--- config.mk ---
export PLATFORM = sky130hd
export DESIGN_NAME = chte_ram
export DESIGN_NICKNAME = d
export VERILOG_FILES = /design/src/rtl/chte_ram.sv
export SDC_FILE = /design/constraint.sdc
export NUM_CORES = 1
export LEC_CHECK = 0
export BUFFER_PORTS_ARGS = -buffer_cell sky130_fd_sc_hd__buf_2
export CAP_MARGIN = 20
export CORE_UTILIZATION = 40
export DETAILED_ROUTE_END_ITERATION = 16
export SYNTH_ARGS = -nofsm -noshare
export SYNTH_HDL_FRONTEND = slang
export SYNTH_SLANG_ARGS = --single-unit
export TNS_END_PERCENT = 50
--- constraint.sdc ---
create_clock -name aclk -period 2.2 [get_ports aclk]
set_input_delay 0.44 -clock aclk [delete_from_list [all_inputs] [get_ports aclk]]
set_output_delay 0.44 -clock aclk [all_outputs]
set_load 0.03 [all_outputs]
--- src/rtl/chte_ram.sv ---
// Generic single-port-write, one-read synchronous RAM.
module chte_ram #(
    parameter int WIDTH = 8,
    parameter int DEPTH = 16
) (
    input  logic                     aclk,
    input  logic                     we,
    input  logic [$clog2(DEPTH)-1:0] waddr,
    input  logic [WIDTH-1:0]         wdata,
    input  logic [$clog2(DEPTH)-1:0] raddr,
    output logic [WIDTH-1:0]         rdata
);
    logic [WIDTH-1:0] mem [DEPTH];

    always_ff @(posedge aclk) begin
        if (we) begin
            mem[waddr] <= wdata;
        end
        rdata <= mem[raddr];
    end

endmodule

==> out/summary.log <==
qor: sta.period_needed 1532 ps
qor: global_routing.grt_start_max_net_pins 33
qor: yosys.ys.warnings.count 0
qor: clock_tree.clock-root-buffer clkbuf_16
qor: clock_tree.ctsResizeCount 0
qor: floorplanning.initial_core_util 40.96%
qor: global_routing.global_route.usage.met3 4.707%
qor: yosys.post_synth_instance_area 0.005147 mm²
qor: yosys.synth-seq-area-share 77.78%
qor: global_routing.grt.met1_usage 21.91%
qor: yosys.synth_edf_count 128
qor: worst_setup_path.worstPathBufferInverterCount 2
qor: worst_setup_path.critPathRequiredTime 2490 ps
qor: worst_setup_path.critical_path_peak_fanout 17
qor: yosys.synthesis.nets 247
qor: yosys.synth.avg_cell_area 22.48 µm²
qor: clock_tree.postCtsSetupBuffers 0
qor: detailed_routing.antenna_violating_nets_post_route 0
qor: power_and_ir_drop.power_density_over_cell_area 1030 mW/mm²
qor: clock_tree.cts_inserted_buffers 17
qor: worst_setup_path.worstSetupEndpoint rdata[1]
qor: detailed_routing.drt_first_iter_violations 223
qor: worst_setup_path.reg2reg_setup_slack 750 ps
qor: place.dpl_worst_slack 261.5 ps
qor: yosys.synthMostInstantiatedCell edfxtp_1
qor: worst_setup_path.critical_path_class in -> reg
qor: clock_tree.clock_sink_count 136
qor: global_routing.grt_remaining_overflow 0
qor: worst_setup_path.critical-path-max-stage-delay 570 ps
qor: yosys.ys_ff_latch 136
qor: yosys.async_flop_share 0%
qor: sta.setup_tns 0 ps
qor: status.result_of_the_run complete, no violations
qor: sta.skew 14.68 ps
qor: worst_setup_path.timing.rr.end rdata[1]
qor: global_routing.first_global_vias 2455
qor: detailed_routing.via_count 2361
qor: floorplanning.die-area 0.01333 mm²
qor: worst_setup_path.ff_to_ff_start mem[1][1]
qor: yosys.synth_flop_cell edfxtp_1
qor: worst_setup_path.worstPathArrival 1820 ps
qor: global_routing.globalRouteMet2Util 25.51%
qor: sta.finalCritPeriodShare 69.65%
qor: place.placement.io_buffers 25
qor: yosys.synth_common_cells edfxtp_1 (128), mux4_2 (18), a22oi_1 (16), mux4_1 (14), nor2_1 (13)
qor: place.routabilityCongestion 0.7404
qor: flow_run.drv_cap 0
qor: layout.share_of_post_route_cells_with_drive_strength_above_1 31.99%
qor: yosys.postSynthCellCount 229
qor: layout.final_nets 302
qor: worst_setup_path.cp.depth 5
qor: floorplanning.io_pins 26
qor: worst_setup_path.worst-r2r-cell-count 3
qor: min_path.timing.hold.worst.class in -> reg
qor: worst_setup_path.crit_path_end_kind flop
qor: place.placedCellCount 437
qor: global_routing.global_route.peak_usage_layer met2
qor: power_and_ir_drop.vdd.ir_drop.worst 0.5059 mV
qor: detailed_routing.route.detailed.wl_per_inst 20.67 µm
qor: sta.tightest_slew 414.8 ps
qor: sta.postLayoutSetupSlackWorst 667.7 ps
qor: layout.area_delta_synth_final 21.97%
qor: clock_tree.ctsHtreeMaxLevel 4
qor: sta.finalHoldViolations 0
qor: worst_setup_path.critPathSlowestCell mux4_1
qor: place.hpwl 5997 µm
qor: worst_setup_path.worstPathCellList buf_2 -> buf_12 -> mux4_1 -> a22oi_1 -> nand2_1
qor: clock_tree.cts_tree built
qor: floorplanning.chipHeight 115.4 µm
qor: clock_tree.insertion_delay 410 ps
qor: layout.total_inserted_antenna_cells 0
qor: sta.finalSetupViolCount 0
qor: sta.hold-worst-slack 409.3 ps
qor: floorplanning.floorplan.core_area 0.01257 mm²
qor: worst_setup_path.setup.worst_path.start raddr[0]
qor: yosys.yosysTopAreaCell edfxtp_1
qor: clock_tree.clockBufferDepth 2
qor: worst_setup_path.worst_setup_path_start_kind input port
qor: sta.max_slew_margin 72.29%
qor: clock_tree.cts_hold_buffers 0
qor: detailed_routing.drt_pre_antenna_iters 4
qor: detailed_routing.post-route-drc-count 0
qor: sta.maxSlewViolCount 0
qor: global_routing.wire_length_of_the_first_global_routing_pass 14750 µm
qor: yosys.synth_top_area_share 74.67%
qor: floorplanning.placementRows 41
qor: yosys.synth_area_leaders edfxtp_1 (75%), mux4_2 (7.9%), mux4_1 (7.1%)
qor: worst_setup_path.cpLargestDelayFamily multiplexers
qor: layout.final_cell_count_no_fill 469
qor: global_routing.grtUsageTotal 16.49%
qor: sta.maxClockFrequency 0.6526 GHz
qor: floorplanning.die_w 115.4 µm
qor: sta.rsz0062_at_grt no
qor: detailed_routing.postRouteWirelength 9692 µm
qor: clock_tree.cts.clk_slew.worst_paths 50 ps
qor: detailed_routing.avgViaCountPerCell 5.034
qor: global_routing.grt_antenna_before_repair 0
qor: yosys.post_synth_num_cell_types 19
qor: power_and_ir_drop.total_leakage_power 2.147 nW
[sequential cells by signal, indices dropped and copies added, names as in the netlist]
name   count
mem      128
rdata      8
[metrics by stage]
step	power (W)	utilization, %	area (µm²)
final	0.006465	49.96	6279
after global routing	0.006652	49.96	6279
after CTS	0.006515	49.96	6279
after detailed placement	0.003275	44.53	5597
after global placement	0.003269	44.53	5597
after floorplan	0.003145	-	5147
[layout make-up]
class / instances / area (µm²)
Timing Repair Buffer: 46 / 320.3
Clock buffer: 18 / 429.2
Tap cell: 172 / 215.2
Sequential cell: 136 / 4004
Multi-Input combinational cell: 83 / 1057
Fill cell: 1021 / 6290
Clock inverter: 14 / 252.7
[cells in the final DEF (no fill, tap or decap), types with 3 or more instances in the layout]
cell / n
buf_2: 25
clkinv_2: 3
nor2_1: 13
edfxtp_1: 128
clkbuf_16: 17
a22oi_1: 16
buf_4: 18
mux4_1: 14
mux4_2: 18
nand2_1: 9
buf_12: 3
nor3_1: 4
dfxtp_1: 8
bufinv_16: 7
[where the power goes]
group | switching [W] | leakage [nW] | internal (W)
sequential | 0.0000163 | 1.22 | 0.00290
combinational | 0.000180 | 0.595 | 0.000122
clock | 0.00102 | 0.328 | 0.00223
[routing by layer]
layer	wire, µm	part of all wire [%]
met3	304	3.1
met2	4867	50
met1	4425	46
met5	0	0
met4	95	0.98
[worst reg2reg max path: stages (launching register included)]
cell and delay (ps):
edfxtp_1 370, mux4_1 510, a22oi_1 360, nand2_1 90
[cells by family (layout without fill, tap and decap cells)]
group                  after synthesis  count (layout)  synth area share, %
DFF                                136             136                77.78
AOI/OAI and AO/OA                   16              16                2.334
and+or+nand+nor                     35              35                3.184
muxes                               32              32                15.02
buffers and inverters               10              78                1.677
[how the worst min path moves through the flow]
stage | startpoint | end | slack, ps | cells past startpoint
3_5_place_dp | mem[12][0] | rdata[0] | 660 | 3
3_3_place_gp | mem[11][3] | rdata[3] | 660 | 3
6_report | wdata[3] | mem[10][3] | 410 | 1
4_1_cts | wdata[2] | mem[4][2] | 410 | 1
2_1_floorplan | wdata[0] | mem[0][0] | 540 | 0
5_1_grt | wdata[2] | mem[1][2] | 410 | 1
No activity file was read; power rests on OpenSTA's default activity.
