### src/rtl/chte_pkg.sv
// Shared types and constants of the chained hash table engine.
package chte_pkg;

    localparam int BUCKET_SLOTS = 1024;
    localparam int POOL_ENTRIES = 256;
    localparam int BKT_AW       = $clog2(BUCKET_SLOTS);
    localparam int ENT_AW       = $clog2(POOL_ENTRIES);
    localparam int LINK_W       = ENT_AW + 1;
    localparam int STEP_W       = ENT_AW + 1;

    localparam logic [LINK_W-1:0] NIL_LINK = LINK_W'(POOL_ENTRIES);

    localparam logic [31:0] HASH_MUL = 32'd278;
    localparam logic [31:0] HASH_ADD = 32'd12345;

    typedef enum logic [1:0] {
        CMD_LOOKUP = 2'd0,
        CMD_ADD    = 2'd1,
        CMD_SET    = 2'd2,
        CMD_DELETE = 2'd3
    } cmd_t;

    typedef enum logic [1:0] {
        ST_OK       = 2'd0,
        ST_NOTFOUND = 2'd1,
        ST_PRESENT  = 2'd2,
        ST_FULL     = 2'd3
    } status_t;

    typedef enum logic [0:0] {
        REG_BUCKET_COUNT = 1'd0,
        REG_MAX_ENTRIES  = 1'd1
    } reg_idx_t;

    typedef enum logic [3:0] {
        S_IDLE,
        S_CLEAR,
        S_HASH,
        S_MOD,
        S_HEAD_RD,
        S_HEAD_WAIT,
        S_ENT_WAIT,
        S_ENT_CHECK,
        S_DEL_LINK,
        S_ALLOC_WAIT,
        S_ALLOC,
        S_OUT
    } state_t;

    // Request from the control FSM to the bucket-modulo unit
    typedef struct packed {
        logic        start;
        logic [31:0] hash;
        logic [BKT_AW:0] divisor;
    } mod_req_t;

    typedef struct packed {
        logic             done;
        logic [BKT_AW-1:0] bucket;
    } mod_rsp_t;

endpackage

### src/rtl/chte_mod_unit.sv
// Restoring remainder unit: hash mod bucket count, one bit per cycle.
module chte_mod_unit (
    input  logic                aclk,
    input  logic                aresetn,
    input  chte_pkg::mod_req_t  req,
    output chte_pkg::mod_rsp_t  rsp
);
    import chte_pkg::*;

    logic [31:0]     dividend_reg, dividend_next;
    logic [BKT_AW:0] rem_reg, rem_next;
    logic [BKT_AW:0] div_reg, div_next;
    logic [5:0]      cnt_reg, cnt_next;
    logic            busy_reg, busy_next;
    logic            done_reg, done_next;
    logic [BKT_AW+1:0] trial;

    always_comb begin
        dividend_next = dividend_reg;
        rem_next      = rem_reg;
        div_next      = div_reg;
        cnt_next      = cnt_reg;
        busy_next     = busy_reg;
        done_next     = 1'b0;
        trial         = {rem_reg, dividend_reg[31]};
        if (req.start) begin
            dividend_next = req.hash;
            div_next      = req.divisor;
            rem_next      = '0;
            cnt_next      = 6'd32;
            busy_next     = 1'b1;
        end else if (busy_reg) begin
            dividend_next = {dividend_reg[30:0], 1'b0};
            if (trial >= {1'b0, div_reg}) begin
                rem_next = (BKT_AW+1)'(trial - {1'b0, div_reg});
            end else begin
                rem_next = trial[BKT_AW:0];
            end
            cnt_next = cnt_reg - 6'd1;
            if (cnt_reg == 6'd1) begin
                busy_next = 1'b0;
                done_next = 1'b1;
            end
        end
    end

    always_ff @(posedge aclk) begin
        if (!aresetn) begin
            busy_reg <= 1'b0;
            done_reg <= 1'b0;
            cnt_reg  <= '0;
        end else begin
            busy_reg <= busy_next;
            done_reg <= done_next;
            cnt_reg  <= cnt_next;
        end
        dividend_reg <= dividend_next;
        rem_reg      <= rem_next;
        div_reg      <= div_next;
    end

    assign rsp.done   = done_reg;
    assign rsp.bucket = rem_reg[BKT_AW-1:0];

endmodule

### config.mk
export PLATFORM = sky130hd
export DESIGN_NAME = chte_mod_unit
export DESIGN_NICKNAME = d
export VERILOG_FILES = /design/src/rtl/chte_pkg.sv /design/src/rtl/chte_mod_unit.sv
export SDC_FILE = /design/constraint.sdc
export NUM_CORES = 1
export LEC_CHECK = 0
export ABC_AREA = 1
export BUFFER_PORTS_ARGS = -buffer_cell sky130_fd_sc_hd__buf_2
export CORE_UTILIZATION = 24
export DETAILED_ROUTE_END_ITERATION = 8
export PLACE_DENSITY = 0.39
export SLEW_MARGIN = 5
export SYNTH_ARGS = -nofsm -noshare
export SYNTH_HDL_FRONTEND = slang
export SYNTH_SLANG_ARGS = --single-unit
### constraint.sdc
create_clock -name aclk -period 4.6 [get_ports aclk]
set_clock_uncertainty 0.2 [all_clocks]
set_input_delay 0.23 -clock aclk [delete_from_list [all_inputs] [get_ports aclk]]
set_output_delay 0.23 -clock aclk [all_outputs]
set_load 0.05 [all_outputs]
==> results.json, run 1 <==
{
  "cts.path.max_buffers": 2,
  "synth_cells": 422,
  "cp.required_ns": 4.61,
  "globalplace.congestion": 0.788,
  "clock_tree.root_cell": "clkbuf_16",
  "diodes": 0,
  "netlist_area_um2": 3430,
  "grt_max_degree": 48,
  "max_cap_violations": 0,
  "drtPass1Iterations": 4,
  "setup_viol": 0,
  "ys_seq_elements": 62,
  "dr_total_vias": 2858,
  "cpLargestDelayFamily": "simple AND/OR/NAND/NOR gates",
  "cpMaxStageDelayCell": "fa_1",
  "num_rows": 43,
  "critPathMaxStageDelay_ns": 0.41,
  "synth_top_area_cell": "edfxtp_1",
  "synth_nets": 482,
  "cts_buffers": 9,
  "grt_pass1_vias": 2905,
  "yosys_warnings": 0,
  "cp-startpoint": "dividend_reg[31]$_DFFE_PP_",
  "grt.overflow.total": 0,
  "grt_pass1_wl_um": 14000,
  "min_path_type": "primary input to flop",
  "peakVddDrop_uv": 182,
  "yosysSeqAreaShare_pct": 48.7,
  "fin_crit_ns": 2.47,
  "synth_top_area_share_pct": 37.6,
  "clk_pin_slew_ns": 0.05,
  "worstPathCellList": "inv_1, ha_1, fa_1, inv_2, nand2_2, nand2_2, nand2_2, nand2_1, nand2_2, nand3_2, nand2_1, nand3_1, o21ai_1",
  "synthTopCellsByArea": "edfxtp_1, nand2_1, dfxtp_1, inv_1, ha_1",
  "async_reset_ff_share_pct": 0,
  "area_growth_pct": 30.7,
  "cts_tree": "built",
  "grt.total_usage_pct": 12.3,
  "cts_setup_buffers": 0,
  "crit_top_cell": "nand2_2",
  "largest_register_ffs": 32,
  "num-nets-final": 571,
  "synth-edff-count": 43,
  "fmax_mhz": 405,
  "drtIter0Drc": 97,
  "arrival_ns": 2.48,
  "core_area_um2": 13900,
  "vias_per_cell": 4.11,
  "finalMaxSlewViolations": 0,
  "slew-limit-headroom_pct": 32.4,
  "wire_per_inst_um": 11.8,
  "end_kind": "flop",
  "synth.most_common_cell": "nand2_1",
  "path_max_fanout": 12,
  "start_util_pct": 24.6,
  "tightest_slew_ns": 1.01,
  "cts_sinks": 62,
  "path_buf_inv": 2,
  "h-tree-depth": 3,
  "powerDensity_nw_per_um2": 325,
  "clkLatencyLatePin_ns": 0.33,
  "synthTopCellsByCount": "nand2_1, inv_1, edfxtp_1, nand3_1, dfxtp_1",
  "rsz0062_at_grt": "false",
  "r2r-start": "dividend_reg[31]$_DFFE_PP_",
  "ys.flop_type": "edfxtp_1",
  "status": "finished, final reports clean",
  "worstHoldStart": "req[41]",
  "dieHeight_um": 122,
  "syn_avg_cell_area_um2": 8.13,
  "dp_cells": 637,
  "die_area_um2": 14800,
  "ys_types": 30,
  "drive_above_1_share_pct": 19.8,
  "drt.antenna.violating_nets": 0,
  "tns_ns": 0,
  "final_cell_count_no_fill": 695,
  "final_hold_viol_count": 0,
  "criticalPathCategory": "flop to flop",
  "p_leak_nw": 2.17,
  "antenna_found_initial": 0,
  "post-route-drc-count": 0,
  "io_buffers": 56,
  "start_kind": "flop",
  "drt-total-wl_um": 8210,
  "dp_hpwl_um": 5600,
  "ios": 57,
  "fin_crit_sh_pct": 53.7,
  "die_w_um": 122
}
[what timing repair did]
action,4_1_cts,5_1_grt
gates resized for setup,0,0
hold buffers,43,0
endpoints found under the hold margin,44,0
[layer usage]
metal,wire length (um),global-route usage [%],up-vias
met5,0,0,-
met4,132,4.86,0
met3,265,2.81,13
met2,3780,19.9,58
met1,4030,15.8,1279
li1,-,-,1508
[through the flow]
| step | hold slack, ns | area [um2] | power, mW | setup slack [ns] | utilization, % |
|---|---|---|---|---|---|
| 2_1_floorplan | 0.129 | 3430 | 0.789 | 2.57 | - |
| 3_3_place_gp | 0.209 | 3800 | 0.844 | 2.13 | 27.3 |
| 3_5_place_dp | 0.208 | 3800 | 0.843 | 2.08 | 27.3 |
| 4_1_cts | 0.00809 | 4490 | 1.49 | 2.11 | 32.2 |
| 5_1_grt | 0.0265 | 4490 | 1.54 | 1.90 | 32.2 |
| 6_report | 0.0145 | 4490 | 1.46 | 2.13 | 32.2 |
[cell usage in the layout, fill, tap and decap left out]
cell	count
clkbuf_16	9
a21oi_1	6
buf_2	56
inv_2	6
o21ai_1	5
a211oi_1	2
ha_1	13
dlygate4sd3_1	43
nand4_1	13
nand4_2	1
inv_1	54
fa_1	1
nor2_1	16
a31oi_1	1
clkinvlp_4	2
clkinv_2	1
edfxtp_1	43
xor2_1	4
nor2_2	1
nand3_2	7
a21oi_2	1
clkbuf_1	1
buf_4	3
clkinv_1	3
nand2_2	13
nand3_1	20
o21ai_0	1
or2_2	2
nor3_1	4
dfxtp_1	19
nand2_1	163
or2_0	1
[final cells by class]
| cell class | instances | area (um2) |
|---|---|---|
| clock buffer | 10 | 229 |
| clock inverter | 5 | 27.5 |
| fill | 1498 | 9450 |
| inverter | 61 | 229 |
| multi-input combinational | 275 | 1370 |
| sequential | 62 | 1670 |
| tap | 180 | 225 |
| timing repair buffer | 102 | 733 |
[worst reg2reg max path: cells and delay by family (launching register included)]
kind,cells,cell delay (ns)
AOI/OAI and AO/OA,1,0.07
adders and majority gates,2,0.63
buffers and inverters,2,0.15
DFF,1,0.33
and+or+nand+nor,8,0.97
[report_power, final]
group / internal, mW / total, mW / switching, mW
Sequential: 0.649 / 0.663 / 0.0145
Combinational: 0.0823 / 0.193 / 0.110
Clock: 0.356 / 0.600 / 0.244
[final timing paths]
| kind | cells after the start | to | slack [ns] |
|---|---|---|---|
| max reg2reg | 13 | rem_reg[4]$_SDFFE_PP0P_ | 2.13 |
| min | 3 | dividend_reg[30]$_DFFE_PP_ | 0.01 |
| min reg2reg | 2 | rem_reg[10]$_SDFFE_PP0P_ | 0.28 |
| max | 13 | rem_reg[4]$_SDFFE_PP0P_ | 2.13 |
[cell families after synthesis]
| kind of cell | synth area share, % |
|---|---|
| xor+xnor | 1.02 |
| simple gates | 31.0 |
| fa+ha+maj | 5.32 |
| compound gates | 2.62 |
| buf+inv | 11.4 |
| flops | 48.7 |
(Power assumes the default switching activity.)
==> run 2, diff against run 1 <==
ABC_AREA = 0   (was 1)
clock period = 2.36 ns   (was 4.6 ns; I/O delays follow)
==> results.json, run 2 <==
{
  "violations": "negative setup slack",
  "synth_nets": 326,
  "min_path_type": "flop to flop",
  "synth-edff-count": 43,
  "grt.total_usage_pct": 11.8,
  "h-tree-depth": 3,
  "dp_hpwl_um": 5120,
  "io_buffers": 56,
  "ys.flop_type": "edfxtp_1",
  "p_leak_nw": 1.97,
  "netlist_area_um2": 3130,
  "die_w_um": 116,
  "p_total_mw": 3.23,
  "drtIter0Drc": 84,
  "cp-startpoint": "div_reg[0]$_DFFE_PP_",
  "final_common_cell": "buf_2",
  "final_cell_count_no_fill": 581,
  "tightest_slew_ns": 0.879,
  "critPathMaxStageDelay_ns": 0.39,
  "worstHoldStart": "cnt_reg[0]$_SDFFE_PP0P_",
  "clock_tree.root_cell": "clkbuf_16",
  "clkLatencyLatePin_ns": 0.33,
  "final_util_pct": 37.1,
  "synth_cells": 266,
  "arrival_ns": 2.56,
  "setup_viol": 10,
  "start_util_pct": 24.7,
  "r2r-start": "div_reg[0]$_DFFE_PP_",
  "dr_total_vias": 2421,
  "clk_pin_slew_ns": 0.05,
  "async_reset_ff_share_pct": 0,
  "multiInputGateArea_um2": 1360,
  "fin_crit_sh_pct": 106,
  "max_cap_violations": 0,
  "globalplace.congestion": 0.822,
  "synth.most_common_cell": "edfxtp_1",
  "end_kind": "flop",
  "fmax_mhz": 399,
  "status": "complete, but fails checks",
  "final_hold_viol_count": 0,
  "num-nets-final": 464,
  "cpMaxStageDelayCell": "or3b_4",
  "antenna_found_initial": 0,
  "die_area_um2": 13500,
  "rsz0062_at_grt": "true",
  "criticalPathCategory": "flop to flop",
  "cp.required_ns": 2.41,
  "largest_register_ffs": 32,
  "path_buf_inv": 0,
  "grt_pass1_vias": 2515,
  "yosysSeqAreaShare_pct": 53.4,
  "finalMaxSlewViolations": 0,
  "synthTopCellsByArea": "edfxtp_1, dfxtp_1, mux2_2, ha_1, buf_4",
  "drtPass1Iterations": 4,
  "worstPathCellList": "ha_2, fa_2, nand2b_4, o2bb2ai_4, a211o_1, and2_4, or3b_4, a211oi_2",
  "cts_buffers": 9,
  "drive_above_1_share_pct": 40.1,
  "synth_top_area_share_pct": 41.3,
  "peakVddDrop_uv": 472,
  "core_area_um2": 12700,
  "drt.antenna.violating_nets": 0,
  "ys_seq_elements": 62,
  "grt_max_degree": 40,
  "layout_setup_ws_ns": -0.148,
  "ys_types": 45,
  "vias_per_cell": 4.17,
  "yosys_warnings": 0,
  "grt.overflow.total": 0,
  "ios": 57,
  "slew-limit-headroom_pct": 41.2,
  "register_area_um2": 1670,
  "post-route-drc-count": 0,
  "cts_sinks": 62,
  "powerDensity_nw_per_um2": 687,
  "dieHeight_um": 116,
  "synthTopCellsByCount": "edfxtp_1, mux2_2, dfxtp_1, nor2_1, inv_1",
  "wire_per_inst_um": 12.7,
  "drt-total-wl_um": 7380,
  "path_max_fanout": 4,
  "syn_avg_cell_area_um2": 11.8,
  "synth_top_area_cell": "edfxtp_1",
  "fillerInstances": 1287,
  "area_growth_pct": 50.1,
  "diodes": 0,
  "fin_crit_ns": 2.51,
  "hold_slack_ns": 0.283,
  "start_kind": "flop",
  "cpLargestDelayFamily": "simple AND/OR/NAND/NOR gates",
  "layout_common_cells": "buf_2, dlygate4sd3_1, edfxtp_1",
  "dp_cells": 516,
  "num_rows": 41,
  "cts.path.max_buffers": 2,
  "cts_tree": "built",
  "grt_pass1_wl_um": 11900
}
## run 2: cell count changes in the layout (fill, tap and decap cells not counted), sizes merged, moves of 4 or more
cell,previous run,this run
a21oi,7,15
buf,59,99
inv,60,18
mux2,0,32
nand2,176,15
nand2b,0,4
nand3,27,2
nand4,14,2
o21a,0,5
o21ai,6,15
xnor2,0,4
## run 2: tightest hold or removal path: cells and delay by family (launching register included)
| kind | cells | cell delay [ns] |
|---|---|---|
| flip-flops | 1 | 0.32 |
| AO/OA/AOI/OAI | 1 | 0.05 |
| AND/OR/NAND/NOR | 1 | 0.06 |
## run 2: cell families after synthesis
family                     Yosys count  synth area share (%)
buffers and inverters               35                  5.76
xor gates and xnor gates             8                  2.24
muxes                               34                  12.2
adders and majority gates           14                  5.84
DFF                                 62                  53.4
AOI/OAI and AO/OA                   53                  11.2
and+or+nand+nor                     60                  9.40
## run 2: final cells by class
cell class	instances	share of cell area, %
flip-flops and latches	62	35.6
well taps	172	4.58
clock buffers	10	4.87
inverters	18	1.44
multi-input cells	169	28.9
clock inverters	6	1.84
repair buffers	144	22.7
## run 2: through the flow
step	instance area (um2)	TNS [ns]	worst slack, ns
CTS	4630	-0.773	-0.134
floorplan	3150	-0.557	-0.259
finish	4700	-0.919	-0.148
global placement	3820	-0.524	-0.145
detailed placement	3820	-0.786	-0.192
global route	4700	-1.91	-0.234
## run 2: routing by layer
| metal | vias to the layer above | GRT usage [%] | share of wire, % |
|---|---|---|---|
| met5 | - | 0 | 0 |
| li1 | 1233 | - | - |
| met3 | 5 | 4.51 | 4.7 |
| met1 | 1127 | 13.8 | 47 |
| met4 | 0 | 3.59 | 0.93 |
| met2 | 56 | 20.0 | 47 |
## run 2: repair_timing
action | in CTS | in global routing
resized for setup | 8 | 9
hold endpoints to repair | 50 | 0
endpoints found under the setup margin | 11 | 11
pin swaps | 7 | 6
cloned | 0 | 0
hold buffers | 45 | 0
setup buffers | 1 | 3
## run 2: where the power goes
part	internal [mW]	total, mW	switching [mW]
clock network	0.922	1.41	0.491
registers	1.27	1.30	0.0301
logic	0.277	0.514	0.236
## run 2: final timing paths
check        depth (start not counted)  slack (ns)                      end
max                                  8       -0.15  rem_reg[6]$_SDFFE_PP0P_
max reg2reg                          8       -0.15  rem_reg[6]$_SDFFE_PP0P_
min reg2reg                          2        0.28  cnt_reg[0]$_SDFFE_PP0P_
min                                  2        0.28  cnt_reg[0]$_SDFFE_PP0P_
==> run 3, diff against run 2 <==
BUFFER_PORTS_ARGS = -buffer_cell sky130_fd_sc_hd__buf_4   (was -buffer_cell sky130_fd_sc_hd__buf_2)
CORE_ASPECT_RATIO = 1.1   (was unset)
==> results.json, run 3 (synthesis results as in run 2) <==
{
  "status": "complete, but fails checks",
  "violations": "negative setup slack",
  "die_w_um": 111,
  "peakVddDrop_uv": 512,
  "diodes": 0,
  "slew-limit-headroom_pct": 64.7,
  "rsz0062_at_grt": "true",
  "drtIter0Drc": 78,
  "top_layer": "met4",
  "grt_max_degree": 33,
  "dieHeight_um": 122,
  "tightest_slew_ns": 0.527,
  "r2r_end": "rem_reg[10]$_SDFFE_PP0P_",
  "globalplace.congestion": 0.789,
  "drt.antenna.violating_nets": 0,
  "cts_tree": "built",
  "final_hold_viol_count": 0,
  "powerDensity_nw_per_um2": 705,
  "worstPathCellList": "inv_1, ha_2, fa_2, nand2b_4, o2bb2ai_2, a211o_1, buf_4, buf_4, and3_1, a41oi_2, o211ai_1",
  "swShare_pct": 23.1,
  "clkPwrFrac_pct": 45.7,
  "fmax_mhz": 403,
  "h-tree-depth": 3,
  "setup_viol": 9,
  "num-nets-final": 457,
  "cts_sinks": 62,
  "grt_pass1_wl_um": 12400,
  "reg2reg_depth": 11,
  "cts_buffers": 9,
  "dp_hpwl_um": 5210,
  "final_common_cell": "buf_4",
  "ios": 57,
  "wire_per_inst_um": 13.7,
  "critPathMaxStageDelay_ns": 0.34,
  "criticalPathCategory": "flop to flop",
  "wl_met2_um": 3750,
  "min_path_type": "flop to flop",
  "fin_crit_ns": 2.48,
  "cts.path.max_buffers": 2,
  "wl_met1_um": 3390,
  "clkLatencyLatePin_ns": 0.33,
  "r2r-start": "dividend_reg[31]$_DFFE_PP_",
  "path_max_fanout": 3,
  "clock_tree.root_cell": "clkbuf_16",
  "finalMaxSlewViolations": 0,
  "p_leak_nw": 1.99,
  "layout_setup_ws_ns": -0.124,
  "drtPass1Iterations": 4,
  "layout_common_cells": "buf_4, dlygate4sd3_1, edfxtp_1",
  "grt_pass1_vias": 2468,
  "combPwrFrac_pct": 15.8,
  "clk_pin_slew_ns": 0.06,
  "intPower_mw": 2.60,
  "io_buffers": 56,
  "largest_register_ffs": 32,
  "die_area_um2": 13500,
  "grt.total_usage_pct": 12.0,
  "hold_path_end": "rem_reg[3]$_SDFFE_PP0P_",
  "dr_total_vias": 2432,
  "post-route-drc-count": 0,
  "hold_slack_ns": 0.289,
  "pre_cts_ws_ns": -0.208,
  "rrSetupSlack_ns": -0.12,
  "start_kind": "flop",
  "grt.overflow.total": 0,
  "crit_top_cell": "buf_4",
  "whs_path_depth": 2,
  "end_kind": "flop",
  "worstHoldStart": "rem_reg[3]$_SDFFE_PP0P_",
  "vias_per_cell": 4.35,
  "area_growth_pct": 53.3,
  "seq_power_share_pct": 38.5,
  "wl_met3_um": 374,
  "arrival_ns": 2.48,
  "antenna_found_initial": 0,
  "fin_crit_sh_pct": 105,
  "core_area_um2": 12600,
  "drive_above_1_share_pct": 40.5,
  "num_rows": 43,
  "cp.required_ns": 2.36,
  "p_sw_mw": 0.779,
  "final_util_pct": 37.9,
  "start_util_pct": 24.8,
  "drt-total-wl_um": 7640,
  "cpMaxStageDelayCell": "edfxtp_1",
  "max_cap_violations": 0
}
## run 3: worst max-delay path: cells and delay by family, from the launching register on
family | cells | cell delay, ns
adders and majority gates | 2 | 0.52
AOI/OAI and AO/OA | 4 | 0.63
and+or+nand+nor | 2 | 0.32
buffers and inverters | 3 | 0.33
DFF | 1 | 0.34
## run 3: worst max path at each step
| stage | start | to | slack [ns] | depth (start not counted) |
|---|---|---|---|---|
| after floorplan | dividend_reg[31]$_DFFE_PP_ | rem_reg[6]$_SDFFE_PP0P_ | -0.26 | 10 |
| after global routing | dividend_reg[31]$_DFFE_PP_ | rem_reg[8]$_SDFFE_PP0P_ | -0.22 | 11 |
| after global placement | dividend_reg[31]$_DFFE_PP_ | rem_reg[6]$_SDFFE_PP0P_ | -0.14 | 9 |
| after CTS | dividend_reg[31]$_DFFE_PP_ | rem_reg[10]$_SDFFE_PP0P_ | -0.11 | 11 |
| final | dividend_reg[31]$_DFFE_PP_ | rem_reg[10]$_SDFFE_PP0P_ | -0.12 | 11 |
| after detailed placement | dividend_reg[31]$_DFFE_PP_ | rem_reg[6]$_SDFFE_PP0P_ | -0.21 | 9 |
## run 3: per-layer routing
| metal | vias up | GRT usage [%] |
|---|---|---|
| met1 | 1143 | 13.9 |
| met2 | 55 | 20.1 |
| met3 | 11 | 4.73 |
| li1 | 1223 | - |
| met4 | 0 | 4.33 |
| met5 | - | 0 |
## run 3: cell type report
type                       instances  area, um2
multi-input combinational        169       1370
tap                              157        196
sequential                        62       1670
clock buffer                       9        225
fill                            1243       7850
timing repair buffer             137       1140
clock inverter                     7        121
inverter                          18       67.6
## run 3: timing repair
action | 4_1_cts | 5_1_grt
resized for setup | 17 | 6
hold endpoints to repair | 52 | 2
setup buffers | 5 | 1
pin swaps | 9 | 5
hold buffers | 44 | 1
setup endpoints to repair | 11 | 11
## run 3: metrics by stage
step,power [mW],cell area (um2),instances,setup TNS [ns]
finish,3.38,4800,559,-0.576
global route,3.54,4800,559,-1.73
CTS,3.43,4760,557,-0.636
global placement,1.77,3870,492,-0.631
detailed placement,1.77,3870,492,-0.937
floorplan,1.59,3150,266,-0.557
## run 3: power groups by stage
| stage | Clock [mW] | Sequential, mW | Combinational, mW |
|---|---|---|---|
| floorplan | 0 | 1.31 | 0.273 |
| global placement | 0 | 1.32 | 0.444 |
| detailed placement | 0 | 1.32 | 0.444 |
| CTS | 1.60 | 1.30 | 0.530 |
| global route | 1.64 | 1.31 | 0.591 |
| finish | 1.55 | 1.30 | 0.534 |
